[src/hw/rtl/udpdmx_pkg.sv]
`default_nettype none
//------------------------------------------------------------------------------
// udpdmx_pkg: shared types and constants for the UDP port demux queue
// Command codes, status codes, header constants and the word that travels
// from the classify front end to the execute back end.
//------------------------------------------------------------------------------
package udpdmx_pkg;

  // default sizing
  localparam int NUM_PORTS_DEF   = 256;
  localparam int QUEUE_DEPTH_DEF = 16;

  // depth of the queue between front end and back end (power of two)
  localparam int FQ_DEPTH = 2;

  // width of the queue level result field
  localparam int LEVEL_W = 5;

  // header constants
  localparam logic [15:0] ETH_HDR_END = 16'd14;
  localparam logic [15:0] IP_HDR_END  = 16'd34;
  localparam logic [15:0] UDP_HDR_END = 16'd42;
  localparam logic [15:0] UDP_HDR_LEN = 16'd8;
  localparam logic [15:0] ETYPE_IPV4  = 16'h0800;
  localparam logic [7:0]  PROTO_UDP   = 8'd17;
  localparam logic [3:0]  IP_VER4     = 4'd4;

  // command codes on the input channel
  localparam logic [1:0] CMD_RECV = 2'd0;
  localparam logic [1:0] CMD_BIND = 2'd1;
  localparam logic [1:0] CMD_DEQ  = 2'd2;

  typedef enum logic [1:0] {
    OP_RECV,
    OP_BIND,
    OP_DEQ,
    OP_NOP
  } op_t;

  typedef enum logic [3:0] {
    ST_OK       = 4'd0,
    ST_SHORT    = 4'd1,
    ST_NOT_IP   = 4'd2,
    ST_BAD_VER  = 4'd3,
    ST_NOT_UDP  = 4'd4,
    ST_UNBOUND  = 4'd5,
    ST_FULL     = 4'd6,
    ST_BAD_ULEN = 4'd7,
    ST_EMPTY    = 4'd8,
    ST_RANGE    = 4'd9
  } status_t;

  // back end sequencer
  typedef enum logic [1:0] {
    BK_CLEAR,
    BK_IDLE,
    BK_EXEC,
    BK_DESC
  } bk_state_t;

  // classified command word handed from front end to back end
  typedef struct packed {
    op_t         op;
    logic [15:0] port;        // zero when out of range
    logic        in_range;
    status_t     hdr_status;  // header checks and range check, in order
    logic        ulen_ok;
    logic [31:0] sender_ip;
    logic [15:0] sender_port;
    logic [15:0] plen;
    logic [15:0] max_len;
  } item_t;

  // one stored descriptor
  typedef struct packed {
    logic [31:0] sender_ip;
    logic [15:0] sender_port;
    logic [15:0] plen;
  } desc_t;

endpackage : udpdmx_pkg
`default_nettype wire

[src/hw/rtl/udpdmx_front.sv]
`default_nettype none
//------------------------------------------------------------------------------
// udpdmx_front: command decode, header classification and hand-off queue
// Decodes the command, runs the stateless header checks in priority order
// and pushes one classified word into a short queue for the back end.
//------------------------------------------------------------------------------
module udpdmx_front #(
  parameter int NUM_PORTS = udpdmx_pkg::NUM_PORTS_DEF
) (
  input  wire                clk,
  input  wire                rst_n,
  input  wire                clearing,
  input  wire                in_valid,
  output logic               in_ready,
  input  wire  [1:0]         in_command,
  input  wire  [15:0]        in_frame_len,
  input  wire  [15:0]        in_ether_type,
  input  wire  [3:0]         in_ip_version,
  input  wire  [7:0]         in_ip_proto,
  input  wire  [15:0]        in_port,
  input  wire  [15:0]        in_sender_port,
  input  wire  [31:0]        in_sender_ip,
  input  wire  [15:0]        in_udp_length,
  input  wire  [15:0]        in_max_len,
  output logic               q_valid,
  output udpdmx_pkg::item_t  q_entry,
  input  wire                q_pop
);
  import udpdmx_pkg::*;

  localparam int FQ_AW = (FQ_DEPTH > 1) ? $clog2(FQ_DEPTH) : 1;
  localparam logic [16:0] PORT_LIMIT = 17'(NUM_PORTS);
  localparam logic [FQ_AW:0] FQ_FULL = (FQ_AW + 1)'(FQ_DEPTH);

  item_t             cls;
  logic              in_range;
  logic              push;

  item_t             fifo_r [FQ_DEPTH];
  logic [FQ_AW-1:0]  wr_ptr_r, wr_ptr_nxt;
  logic [FQ_AW-1:0]  rd_ptr_r, rd_ptr_nxt;
  logic [FQ_AW:0]    cnt_r, cnt_nxt;

  assign in_range = {1'b0, in_port} < PORT_LIMIT;

  // classify
  always_comb begin
    cls             = '0;
    cls.port        = in_range ? in_port : 16'd0;
    cls.in_range    = in_range;
    cls.ulen_ok     = in_udp_length >= UDP_HDR_LEN;
    cls.sender_ip   = in_sender_ip;
    cls.sender_port = in_sender_port;
    cls.plen        = in_udp_length - UDP_HDR_LEN;
    cls.max_len     = in_max_len;
    cls.hdr_status  = ST_OK;
    unique case (in_command)
      CMD_RECV: begin
        cls.op = OP_RECV;
        if (in_frame_len < ETH_HDR_END) cls.hdr_status = ST_SHORT;
        else if (in_ether_type != ETYPE_IPV4) cls.hdr_status = ST_NOT_IP;
        else if (in_frame_len < IP_HDR_END) cls.hdr_status = ST_SHORT;
        else if (in_ip_version != IP_VER4) cls.hdr_status = ST_BAD_VER;
        else if (in_ip_proto != PROTO_UDP) cls.hdr_status = ST_NOT_UDP;
        else if (in_frame_len < UDP_HDR_END) cls.hdr_status = ST_SHORT;
        else if (!in_range) cls.hdr_status = ST_RANGE;
        else cls.hdr_status = ST_OK;
      end
      CMD_BIND: begin
        cls.op         = OP_BIND;
        cls.hdr_status = in_range ? ST_OK : ST_RANGE;
      end
      CMD_DEQ: begin
        cls.op         = OP_DEQ;
        cls.hdr_status = in_range ? ST_OK : ST_RANGE;
      end
      default: begin
        cls.op       = OP_NOP;
        cls.in_range = 1'b0;
      end
    endcase
  end

  // hand-off queue
  assign in_ready = !clearing && (cnt_r != FQ_FULL);
  assign push     = in_valid && in_ready;
  assign q_valid  = cnt_r != '0;
  assign q_entry  = fifo_r[rd_ptr_r];

  always_comb begin
    wr_ptr_nxt = push ? wr_ptr_r + 1'b1 : wr_ptr_r;
    rd_ptr_nxt = q_pop ? rd_ptr_r + 1'b1 : rd_ptr_r;
    cnt_nxt    = cnt_r + (FQ_AW + 1)'(push) - (FQ_AW + 1)'(q_pop);
  end

  always_ff @(posedge clk) begin
    if (!rst_n) begin
      wr_ptr_r <= '0;
      rd_ptr_r <= '0;
      cnt_r    <= '0;
    end else begin
      wr_ptr_r <= wr_ptr_nxt;
      rd_ptr_r <= rd_ptr_nxt;
      cnt_r    <= cnt_nxt;
    end
  end

  always_ff @(posedge clk) begin
    if (push) begin
      fifo_r[wr_ptr_r] <= cls;
    end
  end

endmodule : udpdmx_front
`default_nettype wire

[config.mk]
export PLATFORM = sky130hd
export DESIGN_NAME = udpdmx_front
export DESIGN_NICKNAME = d
export VERILOG_FILES = /design/src/hw/rtl/udpdmx_pkg.sv /design/src/hw/rtl/udpdmx_front.sv
export SDC_FILE = /design/constraint.sdc
export NUM_CORES = 1
export LEC_CHECK = 0
export ABC_CLOCK_PERIOD_IN_PS = 6050
export BUFFER_PORTS_ARGS = -buffer_cell sky130_fd_sc_hd__clkbuf_2
export CORE_MARGIN = 10
export CORE_UTILIZATION = 50
export DETAILED_ROUTE_END_ITERATION = 6
export PLACE_DENSITY = 0.78
export RECOVER_POWER = 25
export REMOVE_ABC_BUFFERS = 1
export SYNTH_ARGS = -nofsm -noshare
export SYNTH_HDL_FRONTEND = slang
export SYNTH_SLANG_ARGS = --single-unit
[constraint.sdc]
create_clock -name clk -period 6.05 [get_ports clk]
set_clock_uncertainty 0.1 [all_clocks]
set_input_delay 0.3025 -clock clk [delete_from_list [all_inputs] [get_ports clk]]
set_output_delay 0.3025 -clock clk [all_outputs]
set_load 0.01 [all_outputs]
==> summary.txt, run 1 <==
Outcome
  • Status: completed

Synthesis
  • Synth top area cells: edfxtp_1, mux2_2, dfxtp_1
  • Simple-Gate Fraction of Synth Area: 0.0522
  • #FFs+latches synth: 213
  • Post-synth top area cell: edfxtp_1
  • Post-synth ARST share: 0
  • Most frequent cell after synthesis: edfxtp_1
  • EDFF count, synth: 208
  • Post-synth cell types: 36
  • Post-synthesis adder-cell area fraction: 0.0105
  • Yosys warnings: 0
  • Avg Inst Size Synth: 18.8 µm²
  • Xor/xnor share of the synthesized area: 0.0158
  • Synth Instances: 443
  • Top cell type's share of synthesized area: 0.751
  • Post-synthesis sequential area ratio: 0.763
  • Ys flop type: edfxtp_1
  • Synth Area in Compound Gates: 0.00677
  • Synthesized cell area: 8320 µm²
  • Multiplexer share of the synthesized area: 0.141
  • Largest family of logic cells by synthesized area: multiplexers
  • Commonest cells in the netlist: edfxtp_1, mux2_2, and2_1, nor2_1, nand2_1

STA
  • Final Hold Viols: 0
  • Rel. slew slack: 0.472
  • Highest Clock Rate: 336 MHz
  • Final worst path period need: 2.97 ns
  • RSZ-0062 raised after global routing: no
  • Setup-failing EPs final: 0
  • Final setup margin: 3.08 ns
  • Final TNS setup: 0 ns
  • Max Slew Vio Count: 0
  • Period utilization: 0.492
  • Worst-margin pin slew: 0.792 ns

Routing
  • Post-route ant nets: 0
  • Initial DRT Pass Iterations: 4
  • Via/cell ratio: 5.01
  • Routed vias: 5,150
  • Drt drc: 0
  • Routed Wire Length: 19,500 µm
  • 1st-iter DRT viols: 203
  • Routed WL per cell: 19.0 µm

Layout
  • Final nets: 946
  • Fraction of layout cells with a size suffix above 1: 0.435
  • Filler cell count in the final layout: 1,129
  • Area occupied by multi-input gates: 1950 µm²
  • Post-Layout Cell Count: 1,027
  • Register area: 6350 µm²
  • Core Util, Final: 0.679
  • Area delta synth->final: 34.4%

Place
  • Detailed placement HPWL: 12,700 µm
  • GP Congestion: 0.793
  • Port bufs: 251
  • Pre-CTS WS: 3.49 ns
  • Placed Cells: 920

Clock network
  • CTS max path bufs: 3
  • H-tree levels: 1
  • Clk root buf: clkbuf_16
  • Clk sinks: 213
  • Number of setup buffers added after CTS: 0
  • TritonCTS clock tree: yes
  • Clock slew at reported path FFs: 0.06 ns
  • TritonCTS Buffers: 21
  • Clock Latency Late Sink: 0.50 ns

Power and ir drop
  • P_leak: 4.20 nW
  • Pwr Density: 306 nW/µm²
  • Maximum VDD drop: 0.207 mV
  • Final Power: 3.43 mW

GRT
  • Vias in the first global route: 5,624
  • Initial antenna violation count: 1
  • First-pass GRT wire length: 30,000 µm
  • Remaining Overflow, GRT: 0
  • GR Util All Layers: 0.170
  • Largest net degree at the start of global routing: 61

Die
  • Die width: 149 µm
  • Die Y: 149 µm
  • Area of the core: 16,500 µm²
  • # rows: 47
  • IO Count: 253
  • Die area: 22,200 µm²
  • Initial core utilization: 0.505

Worst setup path
  • Worst Path Max Fanout: 60
  • R2r setup slk: 3.52 ns
  • Worst flop-to-flop path startpoint: cnt_r[0]
  • Length in cells of the worst reg-to-reg path: 4
  • Worst Path Required: 5.65 ns
  • Crit. End Element: primary output
  • Type of origin of the critical path: flip-flop
  • Data arrival, critical path: 2.57 ns
  • WS Path Type: reg -> out
  • RR Endpoint: fifo_r[1][82]

Job
  • Max_cap viols: 0

Worst hold path
  • WHS Path Cells: 2
  • Hold Crit Class: in -> reg
  • Hold_sp: in_port[2]
  • Hold Crit Endpoint: fifo_r[0][88]
[worst max-delay path, stage by stage, from the launching register on]
cell and delay (ns):
dfxtp_4 0.73, buf_4 0.71, mux2_2 0.43, clkbuf_2 0.14
[worst max-delay path by stage]
stage                          from      endpoint  slack, ns
final                     flip-flop   q_entry[67]       3.08
after CTS                 flip-flop    q_entry[2]       3.02
after detailed placement   clearing  fifo_r[1][3]       3.49
after global routing      flip-flop   q_entry[67]       2.91
after global placement    flip-flop   q_entry[72]       3.56
after floorplan            cnt_r[0]  fifo_r[0][0]       0.26
[state kept, by name, summed over array words and instances, names as in the netlist, named ones only]
signal / flops
rd_ptr_r: 1
fifo_r: 208
cnt_r: 2
wr_ptr_r: 1
[logic make-up after synthesis]
kind of cell,after synthesis
XOR/XNOR,15
adder cells (fa/ha/maj),7
buffers and inverters,22
other,1
multiplexers,104
AND/OR/NAND/NOR,72
AO/OA/AOI/OAI,9
flip-flops,213
[power breakdown]
part           internal, mW  switching [mW]
combinational         0.209           0.223
clock                 0.722           0.518
sequential             1.72          0.0334
[layout by cell type, fill, tap and decap left out, types with 4 or more instances in the layout]
cell type        n
nor2_1          12
edfxtp_1       208
buf_4            4
o21ai_0          4
clkinv_2         4
xnor2_1          7
ha_1             7
clkbuf_1        50
dlygate4sd3_1   69
nor4_1           8
clkbuf_2       203
mux2_2         104
xor2_1           8
nand2_1         10
dfxtp_1          4
nor3_1           4
inv_1            9
and2_1          13
clkbuf_16       21
clkinv_1         5
conb_1          16
[cell type report]
cell class | count | share of cell area
Sequential cell | 213 | 0.568
Clock buffer | 24 | 0.0480
Inverter | 9 | 0.00302
Antenna cell | 1 | 0.000224
Timing Repair Buffer | 324 | 0.171
Clock inverter | 13 | 0.0104
Tap cell | 220 | 0.0246
Multi-Input combinational cell | 223 | 0.175
[routing by layer]
| layer | up-vias | GRT usage | routed length, µm |
|---|---|---|---|
| li1 | 2402 | - | - |
| met3 | 41 | 0.0495 | 1500 |
| met4 | 0 | 0.0559 | 480 |
| met1 | 2487 | 0.203 | 7770 |
| met5 | - | 0 | 0 |
| met2 | 220 | 0.289 | 9710 |
[what timing repair did]
item | CTS | global route
gates resized for setup | 0 | 0
endpoints found under the setup margin | 0 | 0
hold buffers | 69 | 0
endpoints found under the hold margin | 141 | 0
[stage by stage]
stage	cell area (µm²)	hold WS, ns
6_report	11200	0.0296
2_1_floorplan	8320	0.301
5_1_grt	11200	0.0123
4_1_cts	11200	0.00661
3_3_place_gp	9900	0.392
3_5_place_dp	9900	0.395
(Power assumes the default switching activity.)
==> run 2: changes to the inputs <==
--- a/config.mk
+++ b/config.mk
@@ -5,12 +5,12 @@
 export SDC_FILE = /design/constraint.sdc
 export NUM_CORES = 1
 export LEC_CHECK = 0
-export ABC_CLOCK_PERIOD_IN_PS = 6050
+export ABC_CLOCK_PERIOD_IN_PS = 2670
 export BUFFER_PORTS_ARGS = -buffer_cell sky130_fd_sc_hd__clkbuf_2
 export CORE_MARGIN = 10
-export CORE_UTILIZATION = 50
+export CORE_UTILIZATION = 46
 export DETAILED_ROUTE_END_ITERATION = 6
-export PLACE_DENSITY = 0.78
+export PLACE_DENSITY = 0.76
 export RECOVER_POWER = 25
 export REMOVE_ABC_BUFFERS = 1
 export SYNTH_ARGS = -nofsm -noshare
==> constraint.sdc (replaced) <==
create_clock -name clk -period 2.67 [get_ports clk]
set_clock_uncertainty 0.1 [all_clocks]
set_input_delay 0.1335 -clock clk [delete_from_list [all_inputs] [get_ports clk]]
set_output_delay 0.1335 -clock clk [all_outputs]
set_load 0.01 [all_outputs]
==> run 2 against run 1 <==
  * Die area increased by 7.5%
  * Non-clock buffer count increased by 33
  * Flip-flop and latch count unchanged
  * Via count increased by 1.4%
  * Combinational power increased by 140%
  * Clock power increased by 130%
  * Core utilization decreased by 3.2 points
  * Routed wire length increased by 3.7%
  * Sequential share of layout area decreased by 2.0 points
  * Count of clock-buffer cells in the layout unchanged
  * First-iteration DRC count decreased by 16%
  * Highest routed layer unchanged
==> summary.txt, run 2 (synthesized netlist as in run 1, its figures left out) <==
Outcome
  • Status: completed

Worst setup path
  • RR Endpoint: fifo_r[0][12]
  • Worst Path Max Fanout: 5
  • CP most frequent cell: dlygate4sd3_1
  • Crit-path leading delay family: buffers and inverters
  • Data arrival, critical path: 2.50 ns
  • Type of origin of the critical path: primary input
  • Crit. End Element: flip-flop
  • Length in cells of the worst reg-to-reg path: 5
  • CP max-delay cell: dlygate4sd3_1
  • Worst Path Required: 2.80 ns
  • Ordered list of cells on the worst path: dlygate4sd3_1 > clkbuf_2 > or3_4 > or4_4 > nor3_4 > nand2_1 > dlygate4sd3_1
  • Crit path buffers/inverters: 3
  • WS Path Type: in -> reg
  • R2r setup slk: 0.65 ns
  • Max stage delay on crit path: 0.57 ns
  • Worst flop-to-flop path startpoint: cnt_r[0]

GRT
  • Initial antenna violation count: 3
  • Vias in the first global route: 5,781
  • Largest net degree at the start of global routing: 50
  • Remaining Overflow, GRT: 0
  • First-pass GRT wire length: 31,100 µm
  • GR Util All Layers: 0.162

Place
  • Detailed placement HPWL: 14,100 µm
  • Port bufs: 251
  • GP Congestion: 0.863
  • Pre-CTS WS: 0.672 ns
  • Placement Cell Area: 10,000 µm²
  • Placed Cells: 935

STA
  • Hold_ws: 0.0165 ns
  • Final worst path period need: 2.36 ns
  • Final setup margin: 0.305 ns
  • Period utilization: 0.886
  • Final Hold Viols: 0
  • Highest Clock Rate: 423 MHz
  • Worst-margin pin slew: 0.515 ns
  • RSZ-0062 raised after global routing: no
  • Final TNS setup: 0 ns
  • Max Slew Vio Count: 0
  • Setup-failing EPs final: 0
  • Rel. slew slack: 0.652

Worst hold path
  • WHS Path Cells: 3
  • Hold Crit Endpoint: fifo_r[0][85]
  • Hold Crit Class: in -> reg
  • Hold_sp: in_port[14]

Routing
  • Routed Wire Length: 20,200 µm
  • Post-route ant nets: 0
  • Initial DRT Pass Iterations: 4
  • Routed vias: 5,222
  • Drt drc: 0
  • Via/cell ratio: 4.87
  • Routed WL per cell: 18.8 µm
  • 1st-iter DRT viols: 170

Die
  • Area of the core: 17,900 µm²
  • Die Y: 155 µm
  • IO Count: 253
  • Initial core utilization: 0.465
  • Die area: 23,900 µm²
  • # rows: 49
  • Die width: 155 µm

Layout
  • Largest Register: fifo_r
  • Post-Layout Cell Count: 1,073
  • Final nets: 980
  • Fraction of layout cells with a size suffix above 1: 0.435
  • Core Util, Final: 0.648
  • Most frequent cells in the layout: clkbuf_2, edfxtp_1, mux2_2
  • Fin area: 11,600 µm²
  • Max reg flops: 208
  • Area delta synth->final: 39.3%
  • Largest registers: fifo_r x208, cnt_r x2
  • Leading cell type in the layout, fill and taps excluded: clkbuf_2

Clock network
  • Post-CTS resize count: 0
  • Clk sinks: 213
  • Number of setup buffers added after CTS: 0
  • CTS max path bufs: 3
  • Hold buffer count at cts: 95
  • H-tree levels: 1
  • Clock slew at reported path FFs: 0.06 ns
  • TritonCTS clock tree: yes
  • TritonCTS Buffers: 22
  • Clk root buf: clkbuf_16
  • Clock Latency Late Sink: 0.49 ns

Job
  • Max_cap viols: 0

Power and ir drop
  • Final Power: 7.83 mW
  • P_leak: 4.39 nW
  • Maximum VDD drop: 0.561 mV
  • Pwr Density: 676 nW/µm²
==> run 2: worst max path at each step <==
| stage | slack [ns] | to | cells past startpoint | startpoint |
|---|---|---|---|---|
| final | 0.31 | fifo_r[0][80] | 7 | in_udp_length[5] |
| after global routing | 0.22 | fifo_r[1][80] | 8 | in_udp_length[3] |
| after CTS | 0.32 | fifo_r[0][80] | 7 | in_udp_length[5] |
| after detailed placement | 0.67 | fifo_r[0][67] | 5 | cnt_r[0] |
| after global placement | 0.75 | fifo_r[0][81] | 6 | in_port[11] |
| after floorplan | -3.12 | fifo_r[0][0] | 4 | cnt_r[0] |
==> run 2: routing by layer <==
layer | wire [µm] | track usage | part of all wire | vias up
li1 | - | - | - | 2475
met2 | 10600 | 0.291 | 0.52 | 203
met4 | 334 | 0.0409 | 0.017 | 0
met5 | 0 | 0 | 0 | -
met3 | 1710 | 0.0566 | 0.085 | 28
met1 | 7560 | 0.178 | 0.37 | 2516
==> run 2: worst register-to-register path, stage by stage, from the launching register on <==
cell and delay [ns]:
dfxtp_1 0.32, inv_1 0.06, a21oi_1 0.23, nand2_1 0.19
nor2_4 0.42, buf_12 0.33
==> run 2: final cells by class <==
| class | count | area (µm²) |
|---|---|---|
| clock inverters | 15 | 95.1 |
| multi-input cells | 223 | 1950 |
| clock buffers | 24 | 579 |
| diodes | 3 | 7.51 |
| well taps | 229 | 287 |
| fillers | 1285 | 6310 |
| inverters | 9 | 33.8 |
| repair buffers | 357 | 2290 |
| flip-flops and latches | 213 | 6350 |
==> run 2: power breakdown <==
| group | switching (mW) | total, mW | leakage (nW) | internal [mW] |
|---|---|---|---|---|
| Sequential | 0.0644 | 3.96 | 1.93 | 3.90 |
| Combinational | 0.532 | 1.05 | 2.12 | 0.522 |
| Clock | 1.17 | 2.82 | 0.336 | 1.65 |
| Total | 1.76 | 7.83 | 4.39 | 6.07 |
==> run 3: changes to the inputs <==
--- a/config.mk
+++ b/config.mk
@@ -10,9 +10,9 @@
 export CORE_MARGIN = 10
 export CORE_UTILIZATION = 46
 export DETAILED_ROUTE_END_ITERATION = 6
+export MAX_ROUTING_LAYER = met4
 export PLACE_DENSITY = 0.76
 export RECOVER_POWER = 25
-export REMOVE_ABC_BUFFERS = 1
 export SYNTH_ARGS = -nofsm -noshare
 export SYNTH_HDL_FRONTEND = slang
 export SYNTH_SLANG_ARGS = --single-unit
==> run 3 against run 2 <==
  * Die area unchanged
  * Non-clock buffer count unchanged
  * Flip-flop and latch count unchanged
==> summary.txt, run 3 (synthesized netlist as in run 1, its figures left out) <==
Worst hold path
  • Hold Crit Class: in -> reg
  • WHS Path Cells: 4

Clock network
  • Clk root buf: clkbuf_16
  • Post-CTS resize count: 0
  • Number of setup buffers added after CTS: 0
  • CTS max path bufs: 3
  • Clk sinks: 213
  • TritonCTS clock tree: yes
  • H-tree levels: 1
  • Clock slew at reported path FFs: 0.06 ns
  • Hold buffer count at cts: 99
  • Clock Latency Late Sink: 0.50 ns
  • TritonCTS Buffers: 22

Layout
  • Fraction of layout cells with a size suffix above 1: 0.425
  • Core Util, Final: 0.650
  • Leading cell type in the layout, fill and taps excluded: edfxtp_1
  • Area delta synth->final: 39.8%
  • Most frequent cells in the layout: edfxtp_1, clkbuf_2, mux2_2
  • Max reg flops: 208
  • Final nets: 980
  • Largest Register: fifo_r
  • Fin area: 11,600 µm²
  • Largest registers: fifo_r x208, cnt_r x2

Place
  • Placement Cell Area: 10,000 µm²
  • GP Congestion: 0.933
  • Detailed placement HPWL: 13,900 µm
  • Port bufs: 251

Routing
  • 1st-iter DRT viols: 204
  • Drt drc: 0
  • Via/cell ratio: 4.96
  • Routed Wire Length: 20,100 µm
  • Initial DRT Pass Iterations: 4
  • Post-route ant nets: 0
  • Routed WL per cell: 18.8 µm
  • Routed vias: 5,317

STA
  • Max Slew Vio Count: 0
  • Setup-failing EPs final: 0
  • Period utilization: 0.910
  • Final Hold Viols: 0
  • Highest Clock Rate: 412 MHz
  • RSZ-0062 raised after global routing: no
  • Final worst path period need: 2.43 ns

Worst setup path
  • Crit path buffers/inverters: 3
  • Ordered list of cells on the worst path: dlygate4sd3_1 > clkbuf_2 > or3_4 > or4_4 > nor3_4 > nand2_1 > dlygate4sd3_1
  • Max stage delay on crit path: 0.59 ns
  • Type of origin of the critical path: primary input
  • Crit-path leading delay family: buffers and inverters
  • Crit. End Element: flip-flop
  • Data arrival, critical path: 2.56 ns
  • WS Path Type: in -> reg
  • Length in cells of the worst reg-to-reg path: 5
  • WP depth: 7
  • Worst Path Max Fanout: 5
  • Worst Path Required: 2.80 ns
  • CP most frequent cell: dlygate4sd3_1
  • CP max-delay cell: dlygate4sd3_1

Power and ir drop
  • Pwr Density: 682 nW/µm²
  • P_leak: 4.37 nW
  • Maximum VDD drop: 0.587 mV

Outcome
  • Status: completed

GRT
  • GR Util All Layers: 0.168
  • Initial antenna violation count: 2
  • Vias in the first global route: 6,011
  • Largest net degree at the start of global routing: 54
  • First-pass GRT wire length: 31,400 µm
  • Remaining Overflow, GRT: 0

Die
  • Die width: 155 µm
  • IO Count: 253
  • Die Y: 155 µm
  • Die area: 23,900 µm²
  • Area of the core: 17,900 µm²
  • Initial core utilization: 0.465
  • # rows: 49

Job
  • Max_cap viols: 0
-- run 3: worst paths after layout --
kind                          from             to  slack (ns)
setup / recovery  in_udp_length[5]  fifo_r[1][80]        0.24
hold / removal    in_udp_length[4]  fifo_r[1][20]        0.03
setup reg to reg          cnt_r[0]  fifo_r[0][23]        0.79
hold reg to reg           rd_ptr_r      flip-flop        0.48
-- run 3: area by class of cell --
type | count | area, µm²
Clock buffer | 27 | 591
Clock inverter | 11 | 98.8
Timing Repair Buffer | 357 | 2300
Inverter | 9 | 33.8
Fill cell | 1267 | 6270
Tap cell | 229 | 287
Sequential cell | 213 | 6350
Antenna cell | 2 | 5.00
Multi-Input combinational cell | 223 | 1970
-- run 3: worst reg2reg max path: stages, from the launching register on --
cell	delay, ns
dfxtp_2	0.33
inv_2	0.05
a21oi_4	0.15
nand2_2	0.11
nor2_4	0.43
buf_12	0.33
-- run 3: layer usage --
layer	track usage	wire length (µm)	vias to the layer above
met5	-	0	-
met4	0.0558	601	0
met2	0.297	10500	252
met3	0.0524	1670	45
met1	0.173	7430	2552
li1	-	-	2468
-- run 3: power by group --
part	total (mW)	internal (mW)	switching, mW	leakage [nW]
Clock	2.91	1.75	1.16	0.340
Sequential	3.97	3.90	0.0695	1.93
Combinational	1.05	0.523	0.530	2.10
-- run 3: metrics by stage --
step	std cells	hold slack [ns]	power (mW)	TNS, ns	setup WS [ns]
2_1_floorplan	458	0.132	4.54	-3.62	-0.0348
3_3_place_gp	932	0.224	4.96	0	0.760
3_5_place_dp	932	0.227	4.99	0	0.718
4_1_cts	1069	0.00117	8.03	0	0.298
5_1_grt	1071	0.0403	8.24	0	0.153
6_report	1071	0.0320	7.94	0	0.241
